**config.mk**
```make
export PLATFORM = sky130hd
export DESIGN_NAME = packet_latency_monitor
export DESIGN_NICKNAME = d
export VERILOG_FILES = /design/src/rtl/plm_pkg.sv /design/src/rtl/plm_in_reg.sv /design/src/rtl/plm_core.sv /design/src/rtl/packet_latency_monitor.sv
export SDC_FILE = /design/constraint.sdc
export NUM_CORES = 1
export LEC_CHECK = 0
export BUFFER_PORTS_ARGS = -buffer_cell sky130_fd_sc_hd__clkbuf_2
export CORE_UTILIZATION = 50
export CTS_CLUSTER_SIZE = 12
export DETAILED_ROUTE_END_ITERATION = 8
export MAX_ROUTING_LAYER = met4
export PLACE_DENSITY = 0.79
export SETUP_SLACK_MARGIN = 0.3
export SLEW_MARGIN = 20
export SYNTH_ARGS = -nofsm -noshare
export SYNTH_HDL_FRONTEND = slang
export SYNTH_SLANG_ARGS = --single-unit
```
**constraint.sdc**
```tcl
create_clock -name clock -period 9.5 [get_ports clock]
set_clock_uncertainty 0.05 [all_clocks]
set_input_delay 1.9 -clock clock [delete_from_list [all_inputs] [get_ports clock]]
set_output_delay 1.9 -clock clock [all_outputs]
set_load 0.05 [all_outputs]
```
**src/rtl/plm_pkg.sv**
```systemverilog
// Shared widths, register indexes and beat types for the packet latency monitor.
`default_nettype none

package plm_pkg;

   localparam int VC_W        = 2;
   localparam int VC_SLOTS    = 1 << VC_W;
   localparam int LAT_W       = 31;
   localparam int SUM_W       = 48;
   localparam int CSR_IDX_W   = 2;
   localparam int CSR_DATA_W  = 31;
   localparam int NUM_VCS_DEF = 4;

   localparam logic [LAT_W-1:0] LAT_MAX = '1;
   localparam logic [SUM_W-1:0] SUM_MAX = '1;

   // register indexes on the csr port
   localparam logic [CSR_IDX_W-1:0] CSR_WARMUP     = 2'd0;
   localparam logic [CSR_IDX_W-1:0] CSR_PKT_MODE   = 2'd1;
   localparam logic [CSR_IDX_W-1:0] CSR_STOP_COUNT = 2'd2;

   typedef struct packed {
      logic             flit_valid;
      logic [VC_W-1:0]  vc;
      logic             is_head;
      logic             is_tail;
      logic [LAT_W-1:0] inject_time;
      logic [LAT_W-1:0] now_cycle;
   } flit_type;

   typedef struct packed {
      logic [LAT_W-1:0] warmup_cycles;
      logic             packet_mode;
      logic [LAT_W-1:0] stop_packet_count;
   } cfg_type;

   typedef struct packed {
      logic             read_enable;
      logic [VC_W-1:0]  read_vc;
      logic             packet_done;
      logic [LAT_W-1:0] pkt_latency;
      logic             latency_error;
      logic             stop_request;
   } rsp_type;

   typedef struct packed {
      logic [LAT_W-1:0] packets_received;
      logic [SUM_W-1:0] latency_sum;
      logic [LAT_W-1:0] latency_min;
      logic [LAT_W-1:0] latency_max;
   } stats_type;

endpackage

`default_nettype wire

```
**src/rtl/plm_in_reg.sv**
```systemverilog
// Input register stage: captures one flit beat and holds it until the core takes it.
`default_nettype none

module plm_in_reg (
   input  wire logic              clock,
   input  wire logic              reset,
   input  wire logic              req_valid,
   output logic                   req_ready,
   input  wire plm_pkg::flit_type req_flit,
   input  wire logic              take,
   output logic                   s_valid,
   output plm_pkg::flit_type      s_flit
);
   import plm_pkg::*;

   logic     loaded_ff;
   logic     loaded_in;
   flit_type flit_ff;

   // slot frees up in the same cycle the core takes the held beat
   assign req_ready = !loaded_ff || take;
   assign loaded_in = (req_valid && req_ready) ? 1'b1 : (take ? 1'b0 : loaded_ff);

   always_ff @(posedge clock) begin
      if (reset) begin
         loaded_ff <= 1'b0;
      end else begin
         loaded_ff <= loaded_in;
      end
      if (req_valid && req_ready) begin
         flit_ff <= req_flit;
      end
   end

   assign s_valid = loaded_ff;
   assign s_flit  = flit_ff;

   a_take: assert property (@(posedge clock) disable iff (reset)
      take |-> loaded_ff)
      else $error("core took a beat from an empty input register");

   a_hold: assert property (@(posedge clock) disable iff (reset)
      (loaded_ff && !take) |=> (loaded_ff && $stable(flit_ff)))
      else $error("held flit lost or changed before the core took it");

   a_load: assert property (@(posedge clock) disable iff (reset)
      (req_valid && req_ready) |=> loaded_ff)
      else $error("accepted beat did not land in the input register");

endmodule

`default_nettype wire

```
**src/rtl/plm_core.sv**
```systemverilog
// Latency core: per-channel head flags, statistics update and result register.
`default_nettype none

module plm_core #(
   parameter int NUM_VCS = plm_pkg::NUM_VCS_DEF
) (
   input  wire logic              clock,
   input  wire logic              reset,
   input  wire plm_pkg::cfg_type  cfg,
   input  wire logic              s_valid,
   input  wire plm_pkg::flit_type s_flit,
   output logic                   take,
   output logic                   rsp_valid,
   input  wire logic              rsp_ready,
   output plm_pkg::rsp_type       rsp,
   output plm_pkg::stats_type     stats
);
   import plm_pkg::*;

   logic [NUM_VCS-1:0]  head_seen_ff, head_seen_in;
   logic [VC_SLOTS-1:0] seen_ext;
   logic [LAT_W-1:0]    head_time_ff, head_time_in;
   logic [LAT_W-1:0]    count_ff, count_in;
   logic [SUM_W-1:0]    sum_ff, sum_in;
   logic [SUM_W:0]      sum_wide;
   logic [LAT_W-1:0]    min_ff, min_in;
   logic [LAT_W-1:0]    max_ff, max_in;
   logic [LAT_W-1:0]    stop_cnt_ff, stop_cnt_in;
   logic                rsp_valid_ff, rsp_valid_in;
   rsp_type             rsp_ff, rsp_in;

   logic             hit, live, seen, close, err, done;
   logic [LAT_W-1:0] lat;

   // widen the flag vector to every code vc can carry; missing channels read 0
   for (genvar g = 0; g < VC_SLOTS; g++) begin : g_seen
      if (g < NUM_VCS) begin : g_real
         assign seen_ext[g] = head_seen_ff[g];
      end else begin : g_none
         assign seen_ext[g] = 1'b0;
      end
   end

   assign take = s_valid && (!rsp_valid_ff || rsp_ready);

   always_comb begin
      hit          = s_flit.flit_valid && (32'(s_flit.vc) < 32'(NUM_VCS));
      live         = hit && (s_flit.now_cycle >= cfg.warmup_cycles);
      head_time_in = (live && s_flit.is_head) ? s_flit.inject_time : head_time_ff;
      seen         = seen_ext[s_flit.vc] || (live && s_flit.is_head);
      close        = live && s_flit.is_tail && seen;
      err          = close && (s_flit.now_cycle < head_time_in);
      done         = close && !err;
      lat          = s_flit.now_cycle - head_time_in;

      for (int i = 0; i < NUM_VCS; i++) begin
         head_seen_in[i] = head_seen_ff[i];
         if (live && (32'(s_flit.vc) == 32'(i))) begin
            if (close) begin
               head_seen_in[i] = 1'b0;
            end else if (s_flit.is_head) begin
               head_seen_in[i] = 1'b1;
            end
         end
      end

      sum_wide    = {1'b0, sum_ff} + (SUM_W + 1)'(lat);
      count_in    = (done && count_ff != LAT_MAX) ? count_ff + 1'b1 : count_ff;
      sum_in      = done ? (sum_wide[SUM_W] ? SUM_MAX : sum_wide[SUM_W-1:0]) : sum_ff;
      min_in      = (done && lat < min_ff) ? lat : min_ff;
      max_in      = (done && lat > max_ff) ? lat : max_ff;
      stop_cnt_in = (done && cfg.packet_mode && stop_cnt_ff != LAT_MAX)
                    ? stop_cnt_ff + 1'b1 : stop_cnt_ff;

      rsp_in.read_enable   = hit;
      rsp_in.read_vc       = hit ? s_flit.vc : '0;
      rsp_in.packet_done   = done;
      rsp_in.pkt_latency   = done ? lat : '0;
      rsp_in.latency_error = err;
      rsp_in.stop_request  = done && cfg.packet_mode
                             && (stop_cnt_in >= cfg.stop_packet_count);

      rsp_valid_in = take ? 1'b1 : (rsp_ready ? 1'b0 : rsp_valid_ff);
   end

   always_ff @(posedge clock) begin
      if (reset) begin
         rsp_valid_ff <= 1'b0;
         head_seen_ff <= '0;
         head_time_ff <= '0;
         count_ff     <= '0;
         sum_ff       <= '0;
         min_ff       <= LAT_MAX;
         max_ff       <= '0;
         stop_cnt_ff  <= '0;
      end else begin
         rsp_valid_ff <= rsp_valid_in;
         if (take) begin
            head_seen_ff <= head_seen_in;
            head_time_ff <= head_time_in;
            count_ff     <= count_in;
            sum_ff       <= sum_in;
            min_ff       <= min_in;
            max_ff       <= max_in;
            stop_cnt_ff  <= stop_cnt_in;
         end
      end
      if (take) begin
         rsp_ff <= rsp_in;
      end
   end

   assign rsp_valid              = rsp_valid_ff;
   assign rsp                    = rsp_ff;
   assign stats.packets_received = count_ff;
   assign stats.latency_sum      = sum_ff;
   assign stats.latency_min      = min_ff;
   assign stats.latency_max      = max_ff;

   a_done_err: assert property (@(posedge clock) disable iff (reset)
      rsp_valid_ff |-> !(rsp_ff.packet_done && rsp_ff.latency_error))
      else $error("packet counted and flagged as negative latency together");

   a_stop_done: assert property (@(posedge clock) disable iff (reset)
      (rsp_valid_ff && rsp_ff.stop_request) |-> rsp_ff.packet_done)
      else $error("stop request without a completed packet");

   a_min_max: assert property (@(posedge clock) disable iff (reset)
      (count_ff != '0) |-> (min_ff <= max_ff))
      else $error("minimum latency above maximum after a packet");

   a_stats_hold: assert property (@(posedge clock) disable iff (reset)
      (!take && !reset) |=> ($stable(count_ff) && $stable(sum_ff)))
      else $error("statistics moved without a beat being taken");

   a_sum_grow: assert property (@(posedge clock) disable iff (reset)
      !reset |=> (sum_ff >= $past(sum_ff)))
      else $error("latency total went down");

endmodule

`default_nettype wire

```
**src/rtl/packet_latency_monitor.sv**
```systemverilog
// Top level of the packet latency monitor: csr registers, input stage and latency core.
`default_nettype none

//  channel | dir  | handshake             | carries
//  --------+------+-----------------------+------------------------------------------
//  req_    | in   | req_valid / req_ready | one flit beat (or idle tick) per beat
//  rsp_    | out  | rsp_valid / rsp_ready | strobe, latency, error, stats, stop
//  csr_    | in   | csr_valid / csr_ready | register index and write data
//
//  One beat per clock while rsp is not stalled; a req beat passes the input register
//  and then the result register before it is on rsp.
//  The whole statistics update (subtract, 48-bit saturating add, min/max) is
//  combinational logic between the input register and the result register.
//  Reset is synchronous; it clears the head flags, statistics and csr registers.
//  A stalled rsp holds the result; the input register then fills and req_ready drops.
//  csr writes are always taken (csr_ready high); an unknown index is dropped.

module packet_latency_monitor #(
   parameter int NUM_VCS = plm_pkg::NUM_VCS_DEF
) (
   input  wire logic                             clock,
   input  wire logic                             reset,
   // flit input
   input  wire logic                             req_valid,
   output logic                                  req_ready,
   input  wire logic                             req_flit_valid,
   input  wire logic [plm_pkg::VC_W-1:0]         req_vc,
   input  wire logic                             req_is_head,
   input  wire logic                             req_is_tail,
   input  wire logic [plm_pkg::LAT_W-1:0]        req_inject_time,
   input  wire logic [plm_pkg::LAT_W-1:0]        req_now_cycle,
   // results
   output logic                                  rsp_valid,
   input  wire logic                             rsp_ready,
   output logic                                  rsp_read_enable,
   output logic [plm_pkg::VC_W-1:0]              rsp_read_vc,
   output logic                                  rsp_packet_done,
   output logic [plm_pkg::LAT_W-1:0]             rsp_pkt_latency,
   output logic                                  rsp_latency_error,
   output logic [plm_pkg::LAT_W-1:0]             rsp_packets_received,
   output logic [plm_pkg::SUM_W-1:0]             rsp_latency_sum,
   output logic [plm_pkg::LAT_W-1:0]             rsp_latency_min,
   output logic [plm_pkg::LAT_W-1:0]             rsp_latency_max,
   output logic                                  rsp_stop_request,
   // register writes
   input  wire logic                             csr_valid,
   output logic                                  csr_ready,
   input  wire logic [plm_pkg::CSR_IDX_W-1:0]    csr_index,
   input  wire logic [plm_pkg::CSR_DATA_W-1:0]   csr_wdata
);
   import plm_pkg::*;

   cfg_type   cfg_ff, cfg_in;
   flit_type  req_flit, s_flit;
   logic      s_valid, take;
   rsp_type   rsp;
   stats_type stats;

   // csr writes must only land while the pipe is idle (the block does not enforce it), so no shadowing is needed
   assign csr_ready = 1'b1;

   always_comb begin
      cfg_in = cfg_ff;
      if (csr_valid) begin
         unique case (csr_index)
            CSR_WARMUP:     cfg_in.warmup_cycles     = csr_wdata;
            CSR_PKT_MODE:   cfg_in.packet_mode       = csr_wdata[0];
            CSR_STOP_COUNT: cfg_in.stop_packet_count = csr_wdata;
            default:        cfg_in = cfg_ff;
         endcase
      end
   end

   always_ff @(posedge clock) begin
      if (reset) begin
         cfg_ff <= '0;
      end else begin
         cfg_ff <= cfg_in;
      end
   end

   assign req_flit.flit_valid  = req_flit_valid;
   assign req_flit.vc          = req_vc;
   assign req_flit.is_head     = req_is_head;
   assign req_flit.is_tail     = req_is_tail;
   assign req_flit.inject_time = req_inject_time;
   assign req_flit.now_cycle   = req_now_cycle;

   plm_in_reg u_in_reg (
      .clock     (clock),
      .reset     (reset),
      .req_valid (req_valid),
      .req_ready (req_ready),
      .req_flit  (req_flit),
      .take      (take),
      .s_valid   (s_valid),
      .s_flit    (s_flit)
   );

   plm_core #(
      .NUM_VCS (NUM_VCS)
   ) u_core (
      .clock     (clock),
      .reset     (reset),
      .cfg       (cfg_ff),
      .s_valid   (s_valid),
      .s_flit    (s_flit),
      .take      (take),
      .rsp_valid (rsp_valid),
      .rsp_ready (rsp_ready),
      .rsp       (rsp),
      .stats     (stats)
   );

   // statistics come straight off the core's state; they only move when a beat
   // is loaded into the result register, so they hold while rsp is stalled
   assign rsp_read_enable      = rsp.read_enable;
   assign rsp_read_vc          = rsp.read_vc;
   assign rsp_packet_done      = rsp.packet_done;
   assign rsp_pkt_latency      = rsp.pkt_latency;
   assign rsp_latency_error    = rsp.latency_error;
   assign rsp_stop_request     = rsp.stop_request;
   assign rsp_packets_received = stats.packets_received;
   assign rsp_latency_sum      = stats.latency_sum;
   assign rsp_latency_min      = stats.latency_min;
   assign rsp_latency_max      = stats.latency_max;

   a_rsp_hold: assert property (@(posedge clock) disable iff (reset)
      (rsp_valid && !rsp_ready) |=> (rsp_valid && $stable(rsp_packets_received)
                                     && $stable(rsp_latency_sum)))
      else $error("stalled result changed its statistics");

   a_strobe_vc: assert property (@(posedge clock) disable iff (reset)
      (rsp_valid && !rsp_read_enable) |-> (rsp_read_vc == '0 && !rsp_packet_done
                                           && !rsp_latency_error))
      else $error("result activity without a read strobe");

   a_vc_range: assert property (@(posedge clock) disable iff (reset)
      (rsp_valid && rsp_read_enable) |-> (32'(rsp_read_vc) < 32'(NUM_VCS)))
      else $error("read strobe for a channel that does not exist");

endmodule

`default_nettype wire
```
==> qor.log <==
qor: outcome.run_status finished clean
qor: die.ios 286
qor: clocking.cts-buffers-inserted 42
qor: clocking.clk_transition_reported_paths 0.06 ns
qor: clocking.clk_root_buffer_cell sky130_fd_sc_hd__clkbuf_16
qor: hold_path.worst_hold_path_type reg2reg
qor: pwr.combPwrFrac 20.9%
qor: grt.grt_util_all_layers 29.19%
qor: placement.dp_slack 0.5518 ns
qor: die.core 40,830 sq um
qor: die.die_height 205.4 um
qor: logic_synthesis.postSynth.topFlopCell sky130_fd_sc_hd__dfxtp_1
qor: detailed_routing.drt_iter0_drc 1,556
qor: clocking.clock_tree.buffer_depth 3
qor: worst_setup_path.timing.critical_path.slowest_cell_delay 0.49 ns
qor: logic_synthesis.synthDominantAreaCellType sky130_fd_sc_hd__dfxtp_1
qor: detailed_routing.wirelength 60,600 um
qor: die.dieArea 42,200 sq um
qor: logic_synthesis.synth.top_cells.by_area sky130_fd_sc_hd__dfxtp_1 26%, sky130_fd_sc_hd__edfxtp_1 15%, sky130_fd_sc_hd__ha_1 11%
qor: worst_setup_path.crit_type reg2reg
qor: detailed_routing.drc 0
qor: worst_setup_path.critical_path.most_common_cell sky130_fd_sc_hd__ha_1
qor: logic_synthesis.post_synth_instance_area 20,690 sq um
qor: worst_setup_path.worst_path_dominant_cell_family compound AO/OA/AOI/OAI gates
qor: worst_setup_path.endpoint u_core.sum_ff[47]
qor: pwr.power.leakage 0.01032 uW
qor: placement.gpl.final_weighted_congestion 0.9847
qor: grt.grt_start_max_net_pins 94
qor: sta.max_freq 0.1137 GHz
qor: logic_synthesis.synthesis.area_per_instance 9.035 sq um
qor: clocking.htree_levels 2
qor: worst_setup_path.worst_setup_path_end_kind flop
qor: pwr.power_density 179.1 nW/um^2
qor: worst_setup_path.crit_path_start_kind flop
qor: grt.vias_in_the_first_global_route 17.27k
qor: worst_setup_path.r2r_depth 33
qor: pwr.pwr-share-seq 39.9%
qor: placement.number_of_buffers_added_on_ports 284
qor: pwr.share_of_total_power_consumed_by_net_switching 29.10%
qor: clocking.tritoncts done
qor: job.timing.max_cap.violations 0
qor: final_layout.layout-drive-gt1-share 16.96%
qor: logic_synthesis.yosysWarnings 0
qor: worst_setup_path.timing.reg2reg.setup_slack 0.71 ns
qor: sta.grt_setup_unrepaired no
qor: die.core.rowCount 74
qor: logic_synthesis.synth_edf_count 104
qor: sta.clock_period_minus_final_worst_setup_slack 8.794 ns
qor: clocking.cts.repair_timing.setup_buffer_count 0
qor: logic_synthesis.syn-instance-count 2,290
qor: die.die_w 205.4 um
qor: worst_setup_path.worst-path-buf-inv 2
qor: clocking.tritoncts_num_sinks 376
qor: logic_synthesis.ys_seq_elements 376
qor: final_layout.area.growth.synth_to_final 17.29%
qor: worst_setup_path.cp_slowest_cell sky130_fd_sc_hd__edfxtp_1
qor: worst_setup_path.timing.rr.end u_core.sum_ff[47]
qor: pwr.power_report.internal_total 3081 uW
qor: clocking.clkLatencyLatePin 0.57 ns
qor: logic_synthesis.postSynth.asyncResetShare 0%
qor: pwr.power_frac_clock 39.2%
qor: placement.detailed_place_hpwl 45,880 um
qor: logic_synthesis.yosysUniqueCellTypes 87
qor: sta.fin_ws 0.7057 ns
qor: final_layout.final_net_count 2,860
qor: die.initial_core_util 50.67%
qor: logic_synthesis.synth_seq_area_share 41.41%
qor: pwr.vdd.ir_drop.worst 130.5 uV
qor: final_layout.n_antenna_cell 0
qor: sta.setup-violations-final 0
qor: detailed_routing.drt-vias-per-instance 5.869
qor: sta.finalHoldViolCount 0
qor: sta.slew_headroom 27.46%
qor: logic_synthesis.synth.top_cell.area_share 26.32%
qor: grt.globalRoute.totalOverflow 0
qor: worst_setup_path.r2r-start u_in_reg.s_flit[17]
qor: detailed_routing.drt_pre_antenna_iters 5
qor: sta.final_min_period_over_clock_period 92.57%
qor: pwr.total_switching_power 1265 uW
qor: logic_synthesis.post-synth-top-count-cell sky130_fd_sc_hd__dfxtp_1
qor: worst_setup_path.timing.critical_path.fanout_max 9
qor: grt.antenna_found_initial 0
qor: sta.final.setup.tns 0 ns
qor: detailed_routing.route.detailed.wl_per_inst 19.34 um
qor: detailed_routing.drt.antenna.violating_nets 0
qor: worst_setup_path.cp-startpoint u_in_reg.s_flit[17]
qor: worst_setup_path.cp.required 9.91 ns
qor: worst_setup_path.worstSetupPathDepth 33
qor: grt.grt_pass1_wl 93,580 um
qor: sta.tightestPinTransition 1.088 ns
qor: clocking.cts-hold-fix-buffers 0
qor: sta.slew_violations 0
qor: worst_setup_path.timing.critical_path.arrival 9.20 ns
qor: logic_synthesis.most_numerous_cell_types_in_the_synthesized_netlist 272 x sky130_fd_sc_hd__dfxtp_1, 242 x sky130_fd_sc_hd__nand2_1, 211 x sky130_fd_sc_hd__nor2_1
qor: logic_synthesis.synth_fp_nets 2,582
qor: detailed_routing.num_vias 18.39k
-- per-stage QoR --
stage | total power [uW] | instance area, sq um | std cells | hold WS (ns) | util [%]
after floorplan | 2339 | 20690 | 2290 | 0.3863 | -
after global routing | 4522 | 24270 | 3133 | 0.4274 | 59.43
after detailed placement | 2651 | 22780 | 3055 | 0.3965 | 55.79
after CTS | 4355 | 24230 | 3132 | 0.4048 | 59.34
final | 4345 | 24270 | 3133 | 0.4042 | 59.43
after global placement | 2618 | 22780 | 3055 | 0.3940 | 55.79
-- power by group through the flow --
stage          sequential (uW)  clock [uW]  combinational (uW)
2_1_floorplan             1800           0                 543
3_3_place_gp              1760           0                 854
3_5_place_dp              1770           0                 885
4_1_cts                   1730        1730                 892
5_1_grt                   1740        1800                 991
6_report                  1730        1710                 908
-- state kept, by name, indices dropped and copies added, names as in the netlist, 4 cells and up --
signal	flops
u_core.max_ff	31
u_core.head_time_ff	31
u_core.rsp	37
u_core.min_ff	31
u_core.head_seen_ff	4
u_core.stop_cnt_ff	31
u_core.sum_ff	48
u_core.count_ff	31
cfg_ff	63
u_in_reg.s_flit	67
-- what timing repair did --
item	4_1_cts	5_1_grt
endpoints found under the setup margin	0	37
hold endpoints to repair	0	0
gates resized for setup	0	7
-- worst min-delay path: stages (launching register included) --
cell	delay, ns
sky130_fd_sc_hd__dfxtp_1	0.31
sky130_fd_sc_hd__nand2_1	0.05
sky130_fd_sc_hd__a21oi_1	0.05
-- layer usage --
layer	vias to the layer above	GRT usage (%)	part of all wire (%)
li1	8727	-	-
met1	8715	39.08	43
met2	823	45.02	45
met3	122	4.862	8.6
met4	0	9.021	2.8
met5	-	-	0
-- layout by cell type (no fill, tap or decap), types with 56 or more instances in the layout --
cell                       Yosys  final
sky130_fd_sc_hd__xnor2_1      79     79
sky130_fd_sc_hd__ha_1        185    185
sky130_fd_sc_hd__a21oi_1     188    188
sky130_fd_sc_hd__dfxtp_1     272    272
sky130_fd_sc_hd__nor2_1      211    211
sky130_fd_sc_hd__mux2i_1      65     65
sky130_fd_sc_hd__nand3_1      61     61
sky130_fd_sc_hd__edfxtp_1    104    104
sky130_fd_sc_hd__o21ai_0      60     59
sky130_fd_sc_hd__and3_1       56     56
sky130_fd_sc_hd__inv_1       152    152
sky130_fd_sc_hd__nand2_1     242    240
sky130_fd_sc_hd__clkbuf_2      0    283
-- layout make-up --
| cell class | instances | area (sq um) |
|---|---|---|
| inverter | 154 | 579.3 |
| clock inverter | 14 | 165.2 |
| sequential | 376 | 8568 |
| tap | 532 | 665.6 |
| fill | 3466 | 16560 |
| multi-input combinational | 1666 | 11230 |
| clock buffer | 63 | 1286 |
| timing repair buffer | 328 | 1774 |
-- worst min-delay path by stage --
stage	depth (start not counted)	slack [ns]	end	start
after CTS	2	0.40	cfg_ff[17]	cfg_ff[17]
final	2	0.40	cfg_ff[17]	cfg_ff[17]
after global placement	2	0.39	cfg_ff[17]	cfg_ff[17]
after floorplan	2	0.39	cfg_ff[10]	cfg_ff[10]
after global routing	2	0.43	cfg_ff[6]	cfg_ff[6]
after detailed placement	2	0.40	cfg_ff[56]	cfg_ff[56]
-- cell families after synthesis --
| group | count (synthesis) | synth area share [%] |
|---|---|---|
| flops | 376 | 41.41 |
| mux | 73 | 3.634 |
| fa+ha+maj | 191 | 11.57 |
| compound gates | 507 | 15.92 |
| xor+xnor | 123 | 5.206 |
| simple gates | 771 | 17.70 |
| other cells | 1 | 0.01812 |
| buf+inv | 248 | 4.541 |
Note: power is estimated with default switching activity, not from simulation.
